## config.mk

```make
export PLATFORM = sky130hd
export DESIGN_NAME = mwc_random_subword_generator
export DESIGN_NICKNAME = d
export VERILOG_FILES = /design/src/rtl/mwc_pkg.sv /design/src/rtl/mwc_random_subword_generator.sv
export VERILOG_INCLUDE_DIRS = /design/src /design/src/rtl
export SDC_FILE = /design/constraint.sdc
export NUM_CORES = 1
export LEC_CHECK = 0
export BUFFER_PORTS_ARGS = -buffer_cell sky130_fd_sc_hd__clkbuf_2
export CAP_MARGIN = 10
export CORE_MARGIN = 1
export CORE_UTILIZATION = 45
export DETAILED_ROUTE_END_ITERATION = 16
export PLACE_DENSITY_LB_ADDON = 0.25
export SETUP_SLACK_MARGIN = 0.05
export SLEW_MARGIN = 20
export SYNTH_ARGS = -nofsm -noshare
export SYNTH_HDL_FRONTEND = slang
export SYNTH_SLANG_ARGS = --single-unit
```

## constraint.sdc

```tcl
create_clock -name clock -period 7.2 [get_ports clock]
set_input_delay 0.72 -clock clock [delete_from_list [all_inputs] [get_ports clock]]
set_output_delay 0.72 -clock clock [all_outputs]
set_load 0.05 [all_outputs]
```

## src/rtl/mwc_random_subword_generator_defines.svh

```systemverilog
// Assertion macros for the multiply-with-carry generator.
`ifndef MWC_RANDOM_SUBWORD_GENERATOR_DEFINES_SVH
`define MWC_RANDOM_SUBWORD_GENERATOR_DEFINES_SVH

// Same-cycle implication, sampled on clock, off during reset
`define MWC_ASSERT_IMP(lbl, cond, prop) \
   lbl: assert property (@(posedge clock) disable iff (reset) (cond) |-> (prop)) \
      else $error("mwc generator check failed");

// Next-cycle implication, sampled on clock, off during reset
`define MWC_ASSERT_NXT(lbl, cond, prop) \
   lbl: assert property (@(posedge clock) disable iff (reset) (cond) |=> (prop)) \
      else $error("mwc generator check failed");

`endif

```

## src/rtl/mwc_pkg.sv

```systemverilog
package mwc_pkg;

   // Request kind codes
   localparam logic [2:0] KIND_WORD32 = 3'd0;
   localparam logic [2:0] KIND_WORD64 = 3'd1;
   localparam logic [2:0] KIND_HALF16 = 3'd2;
   localparam logic [2:0] KIND_BYTE8  = 3'd3;
   localparam logic [2:0] KIND_BIT1   = 3'd4;
   localparam logic [2:0] KIND_SEED   = 3'd5;

   // Generator constants
   localparam logic [15:0] MUL_Z  = 16'd36969;
   localparam logic [15:0] MUL_W  = 16'd18000;
   localparam logic [31:0] SEED_Z = 32'd362436069;
   localparam logic [31:0] SEED_W = 32'd521288629;

   // Countdown reload values: pieces per word minus one
   localparam logic       HALF_RELOAD = 1'b1;
   localparam logic [1:0] BYTE_RELOAD = 2'd3;
   localparam logic [4:0] BIT_RELOAD  = 5'd31;

   typedef struct packed {
      logic [31:0] z;
      logic [31:0] w;
      logic [31:0] word;
   } step_type;

   // One generator step: two 16x16 multiplies with carry-in add
   function automatic step_type mwc_step(input logic [31:0] z, input logic [31:0] w);
      step_type r;
      r.z    = (MUL_Z * z[15:0]) + {16'b0, z[31:16]};
      r.w    = (MUL_W * w[15:0]) + {16'b0, w[31:16]};
      r.word = {r.z[15:0], 16'b0} + r.w;
      return r;
   endfunction

endpackage

```

## src/rtl/mwc_random_subword_generator.sv

```systemverilog
// Multiply-with-carry random generator with sub-word delivery.
// Request channel (req_valid / req_stall): req_kind selects a 32-bit word,
// a 64-bit word, a 16-, 8- or 1-bit piece, or a seed load from req_seed_w
// and req_seed_z. Seed loads and unused kind codes give no result.
// Result channel (rsp_valid / rsp_stall): rsp_value, zero-extended to 64 bits.
// One generator step unit is shared; it runs one step per cycle.
// A 32-bit word or a piece that needs a fresh word takes one generator step
// in S_STEP after the accept beat; a 64-bit word takes two steps, the upper
// half first. A piece shifted out of a saved word and a seed load skip the
// step unit; such a piece waits in S_HOLD for the output register.
// The request side stalls while a request is in progress. A finished result
// sits in the output register; if the receiver stalls while another result
// is finished, that one is held internally and the request side stays stalled.
// Synchronous reset loads the default seed, clears all countdowns and drops
// any pending result.
module mwc_random_subword_generator
   import mwc_pkg::*;
(
   input  logic        clock,
   input  logic        reset,
   input  logic        req_valid,
   output logic        req_stall,
   input  logic [2:0]  req_kind,
   input  logic [31:0] req_seed_w,
   input  logic [31:0] req_seed_z,
   output logic        rsp_valid,
   input  logic        rsp_stall,
   output logic [63:0] rsp_value
);

`include "mwc_random_subword_generator_defines.svh"

   typedef enum logic [1:0] {S_IDLE, S_STEP, S_HOLD} state_type;

   state_type   state_ff, state_in;
   logic [2:0]  kind_ff, kind_in;
   logic        second_ff, second_in;
   logic [31:0] z_ff, z_in;
   logic [31:0] w_ff, w_in;
   logic [31:0] hi_ff, hi_in;
   logic [31:0] saved_half_ff, saved_half_in;
   logic [31:0] saved_byte_ff, saved_byte_in;
   logic [31:0] saved_bit_ff, saved_bit_in;
   logic        left_half_ff, left_half_in;
   logic [1:0]  left_byte_ff, left_byte_in;
   logic [4:0]  left_bit_ff, left_bit_in;
   logic [63:0] result_ff, result_in;
   logic        rsp_valid_ff, rsp_valid_in;
   logic [63:0] rsp_value_ff, rsp_value_in;

   step_type    step;
   logic [63:0] step_result;
   logic        slot_free;

   assign step      = mwc_step(z_ff, w_ff);
   assign slot_free = !rsp_valid_ff || !rsp_stall;
   assign req_stall = (state_ff != S_IDLE);
   assign rsp_valid = rsp_valid_ff;
   assign rsp_value = rsp_value_ff;

   // Sequencer and next-state logic
   always_comb begin
      state_in      = state_ff;
      kind_in       = kind_ff;
      second_in     = second_ff;
      z_in          = z_ff;
      w_in          = w_ff;
      hi_in         = hi_ff;
      saved_half_in = saved_half_ff;
      saved_byte_in = saved_byte_ff;
      saved_bit_in  = saved_bit_ff;
      left_half_in  = left_half_ff;
      left_byte_in  = left_byte_ff;
      left_bit_in   = left_bit_ff;
      result_in     = result_ff;
      rsp_valid_in  = rsp_valid_ff && rsp_stall;
      rsp_value_in  = rsp_value_ff;
      step_result   = '0;

      case (state_ff)
         S_IDLE: begin
            if (req_valid) begin
               kind_in   = req_kind;
               second_in = 1'b0;
               case (req_kind)
                  KIND_WORD32, KIND_WORD64: begin
                     state_in = S_STEP;
                  end
                  KIND_HALF16: begin
                     if (left_half_ff != 1'b0) begin
                        left_half_in  = 1'b0;
                        saved_half_in = saved_half_ff >> 16;
                        result_in     = {48'b0, saved_half_in[15:0]};
                        state_in      = S_HOLD;
                     end else begin
                        state_in = S_STEP;
                     end
                  end
                  KIND_BYTE8: begin
                     if (left_byte_ff != 2'd0) begin
                        left_byte_in  = left_byte_ff - 2'd1;
                        saved_byte_in = saved_byte_ff >> 8;
                        result_in     = {56'b0, saved_byte_in[7:0]};
                        state_in      = S_HOLD;
                     end else begin
                        state_in = S_STEP;
                     end
                  end
                  KIND_BIT1: begin
                     if (left_bit_ff != 5'd0) begin
                        left_bit_in  = left_bit_ff - 5'd1;
                        saved_bit_in = saved_bit_ff >> 1;
                        result_in    = {63'b0, saved_bit_in[0]};
                        state_in     = S_HOLD;
                     end else begin
                        state_in = S_STEP;
                     end
                  end
                  KIND_SEED: begin
                     z_in         = req_seed_z;
                     w_in         = req_seed_w;
                     left_half_in = 1'b0;
                     left_byte_in = 2'd0;
                     left_bit_in  = 5'd0;
                  end
                  default: ;
               endcase
            end
         end

         S_STEP: begin
            z_in = step.z;
            w_in = step.w;
            if (kind_ff == KIND_WORD64 && !second_ff) begin
               // first word of a 64-bit request is the upper half
               hi_in     = step.word;
               second_in = 1'b1;
            end else begin
               case (kind_ff)
                  KIND_WORD32: step_result = {32'b0, step.word};
                  KIND_WORD64: step_result = {hi_ff, step.word};
                  KIND_HALF16: begin
                     saved_half_in = step.word;
                     left_half_in  = HALF_RELOAD;
                     step_result   = {48'b0, step.word[15:0]};
                  end
                  KIND_BYTE8: begin
                     saved_byte_in = step.word;
                     left_byte_in  = BYTE_RELOAD;
                     step_result   = {56'b0, step.word[7:0]};
                  end
                  KIND_BIT1: begin
                     saved_bit_in = step.word;
                     left_bit_in  = BIT_RELOAD;
                     step_result  = {63'b0, step.word[0]};
                  end
                  default: step_result = '0;
               endcase
               // straight to the output register if it is free
               if (slot_free) begin
                  rsp_valid_in = 1'b1;
                  rsp_value_in = step_result;
                  state_in     = S_IDLE;
               end else begin
                  result_in = step_result;
                  state_in  = S_HOLD;
               end
            end
         end

         S_HOLD: begin
            if (slot_free) begin
               rsp_valid_in = 1'b1;
               rsp_value_in = result_ff;
               state_in     = S_IDLE;
            end
         end

         default: state_in = S_IDLE;
      endcase
   end

   // State and output registers
   always_ff @(posedge clock) begin
      if (reset) begin
         state_ff      <= S_IDLE;
         second_ff     <= 1'b0;
         z_ff          <= SEED_Z;
         w_ff          <= SEED_W;
         saved_half_ff <= '0;
         saved_byte_ff <= '0;
         saved_bit_ff  <= '0;
         left_half_ff  <= 1'b0;
         left_byte_ff  <= 2'd0;
         left_bit_ff   <= 5'd0;
         rsp_valid_ff  <= 1'b0;
      end else begin
         state_ff      <= state_in;
         second_ff     <= second_in;
         z_ff          <= z_in;
         w_ff          <= w_in;
         saved_half_ff <= saved_half_in;
         saved_byte_ff <= saved_byte_in;
         saved_bit_ff  <= saved_bit_in;
         left_half_ff  <= left_half_in;
         left_byte_ff  <= left_byte_in;
         left_bit_ff   <= left_bit_in;
         rsp_valid_ff  <= rsp_valid_in;
      end
      kind_ff      <= kind_in;
      hi_ff        <= hi_in;
      result_ff    <= result_in;
      rsp_value_ff <= rsp_value_in;
   end

   // Checks
   `MWC_ASSERT_NXT(a_seed_clears, req_valid && !req_stall && req_kind == KIND_SEED, left_half_ff == 1'b0 && left_byte_ff == 2'd0 && left_bit_ff == 5'd0)
   `MWC_ASSERT_IMP(a_second_only_w64, state_ff == S_STEP && second_ff, kind_ff == KIND_WORD64)
   `MWC_ASSERT_NXT(a_idle_no_reload, rsp_valid_ff && !rsp_stall && state_ff == S_IDLE, !rsp_valid_ff)

endmodule

```

==> metrics.yaml <==
status:
  outcome: "completed"
final_layout:
  final_cells: 3079
  layout-drive-gt1-share: 0.133
  nets: 2871
  fin_util: 0.521
  fill_cells: 4353
  syn_to_final_growth_pct: 14.4
  final_cell_area_sq_um: 24800
global_routing:
  grt.overflow.total: 0
  antenna_found_initial: 0
  grtUsageTotal: 0.244
  grt_max_degree: 84
  grt_pass1_vias: 16800
  grt_pass1_wl_mm: 93.7
routing:
  vias: 17300
  viasPerCell: 5.62
  initialDrtViolationCount: 1164
  post-route-drc-count: 0
  wl_per_cell_microns: 19.6
  ant_nets: 0
  firstDrtPassIters: 5
  wl_mm: 60.2
clock_network:
  cts.sinks: 310
  cts-root-buf: "clkbuf_16"
  htree_levels: 2
  clk_pin_slew_ns: 0.06
  numCtsBuffers: 36
  cts_tree: "done"
  cts_buffer_depth: 3
  clk_latency_ns: 0.56
placed_design:
  gp_congestion: 0.941
  placed_cells: 3005
  placed_cell_area_sq_um: 23300
  dp_hpwl_mm: 45.8
  port_buffers: 136
sta:
  finalHoldViolCount: 0
  hold_ws_ns: 0.450
  period_share: 0.950
  finalSetupViolCount: 0
  fmax_mhz: 146
  slew_headroom: 0.322
  drv_slew: 0
  layout_min_cycle_time_ns: 6.84
  fin_skew_ns: 0.0273
  rsz0062_at_grt: "no"
  worst_slew_pin_slew_ns: 1.02
critical_path:
  crit_type: "flip-flop to flip-flop"
  worstPathArrival_ns: 7.25
  worstPathRequired_ns: 7.61
  crit_slowest_cell: "fa_1"
  end_kind: "flip-flop"
  crit_fanout: 6
  path_common_cell: "ha_1"
  path_buf_inv: 5
  slowest_delay_ns: 0.52
  reg2reg_slack_ns: 0.36
  worstSetupStartpointType: "flip-flop"
  critPathTopFamily: "adder cells"
synth:
  synth.most_common_cell: "ha_1"
  synth_top_cells_by_area: "edfxtp_1 23%, ha_1 16%, dfxtp_1 14%"
  synth_edf_count: 163
  syn_area_per_cell_sq_um: 9.47
  ys.flop_type: "edfxtp_1"
  syn_inst: 2291
  synth_top_area_cell: "edfxtp_1"
  yosysTopAreaCellShare: 0.226
  synth_cell_types: 74
  synth_area_sq_um: 21700
  synthesis.nets: 2725
  seq_area_frac_synth: 0.361
  async_flop_share: 0
  yosys_warnings: 0
  synth.top_cells.by_count: "274 x ha_1, 228 x inv_1, 204 x nand2_1, 176 x nor2_1"
  yosys_register_bits: 310
floorplanning:
  rows: 80
  design.core.area_sq_um: 47600
  design.die.area_sq_um: 49100
  initial_core_util: 0.455
  die_h_microns: 222
  pin_count: 137
  die_w_microns: 222
hold_path:
  min-delay-path-class: "input port to flip-flop"
run:
  maxCapViolCount: 0
[timing repair]
action,CTS,global route
pin swaps,0,14
hold endpoints to repair,0,0
setup buffers,0,8
hold buffers,0,0
setup endpoints to repair,5,47
resized for setup,5,47
[cell type report]
type,instances,area [sq um],share of cell area
inverters,231,867,0.0349
flip-flops and latches,310,7850,0.316
clock buffers,55,1060,0.0429
diodes,1,2.50,0.000101
repair buffers,211,1280,0.0515
clock inverters,9,131,0.00529
multi-input cells,1647,12900,0.518
well taps,615,769,0.0310
[worst reg2reg max path, cell delays in order, from the launching register on]
cell	delay, ns
dfxtp_1	0.32
buf_4	0.16
ha_1	0.30
ha_1	0.30
fa_1	0.45
fa_1	0.51
inv_1	0.05
fa_1	0.52
inv_1	0.04
ha_1	0.39
nand4_1	0.17
a2111oi_4	0.41
o211ai_1	0.24
a2111o_1	0.40
nand4_1	0.17
buf_4	0.18
nand3_1	0.12
nor3_1	0.29
xor2_1	0.16
ha_1	0.42
o21ai_0	0.12
o21bai_1	0.25
xor2_2	0.32
buf_4	0.18
nand4b_1	0.11
o311ai_1	0.11
[state kept, by name, indices dropped and copies added (netlist names), 16 cells and up]
name / cells
saved_byte_ff: 24
z_ff: 32
w_ff: 32
saved_bit_ff: 31
result_ff: 64
saved_half_ff: 16
rsp_value: 64
hi_ff: 32
[routing by layer]
metal,part of all wire,global-route usage,wire length [microns]
met2,0.47,0.403,28100
met5,0,0,0
met1,0.46,0.336,27800
met4,0.023,0.0627,1370
met3,0.050,0.0325,2990
[through the flow]
step | setup slack, ns | TNS [ns]
floorplan | 0.120 | 0
global placement | 0.0324 | 0
detailed placement | -0.0218 | -0.0226
CTS | 0.0502 | 0
global route | 0.0701 | 0
finish | 0.357 | 0
[path summary, 6_finish.rpt]
| kind | from | end | cells past startpoint |
|---|---|---|---|
| min reg2reg | saved_byte_ff[28] | saved_byte_ff[28] | 2 |
| max | w_ff[8] | saved_byte_ff[31] | 25 |
| max reg2reg | w_ff[8] | saved_byte_ff[31] | 25 |
| min | req_kind[2] | kind_ff[2] | 1 |
[cells by family (layout without fill, tap and decap cells)]
kind of cell,Yosys count,count (layout),share of synthesized area
AOI/OAI and AO/OA,593,593,0.172
and+or+nand+nor,588,588,0.125
adders and majority gates,363,363,0.240
buffers and inverters,334,506,0.0585
DFF,310,310,0.361
xor gates and xnor gates,64,64,0.0258
muxes,39,39,0.0180
other,0,1,0
[cell usage in the layout, fill, tap and decap left out, drive strengths merged, types with 30 or more instances in the layout]
| cell type | Yosys | final |
|---|---|---|
| a211oi | 54 | 54 |
| a21o | 30 | 30 |
| a21oi | 169 | 169 |
| a22o | 30 | 30 |
| and2 | 50 | 50 |
| buf | 13 | 76 |
| clkbuf | 90 | 190 |
| dfxtp | 147 | 147 |
| edfxtp | 163 | 163 |
| fa | 89 | 89 |
| ha | 274 | 274 |
| inv | 228 | 230 |
| mux2i | 39 | 39 |
| nand2 | 205 | 205 |
| nor2 | 176 | 176 |
| nor3 | 34 | 34 |
| o21ai | 175 | 175 |
| xnor2 | 46 | 46 |
Power is not shown: default switching activity piles up to over one toggle a cycle in this logic, so the estimate is an artifact.
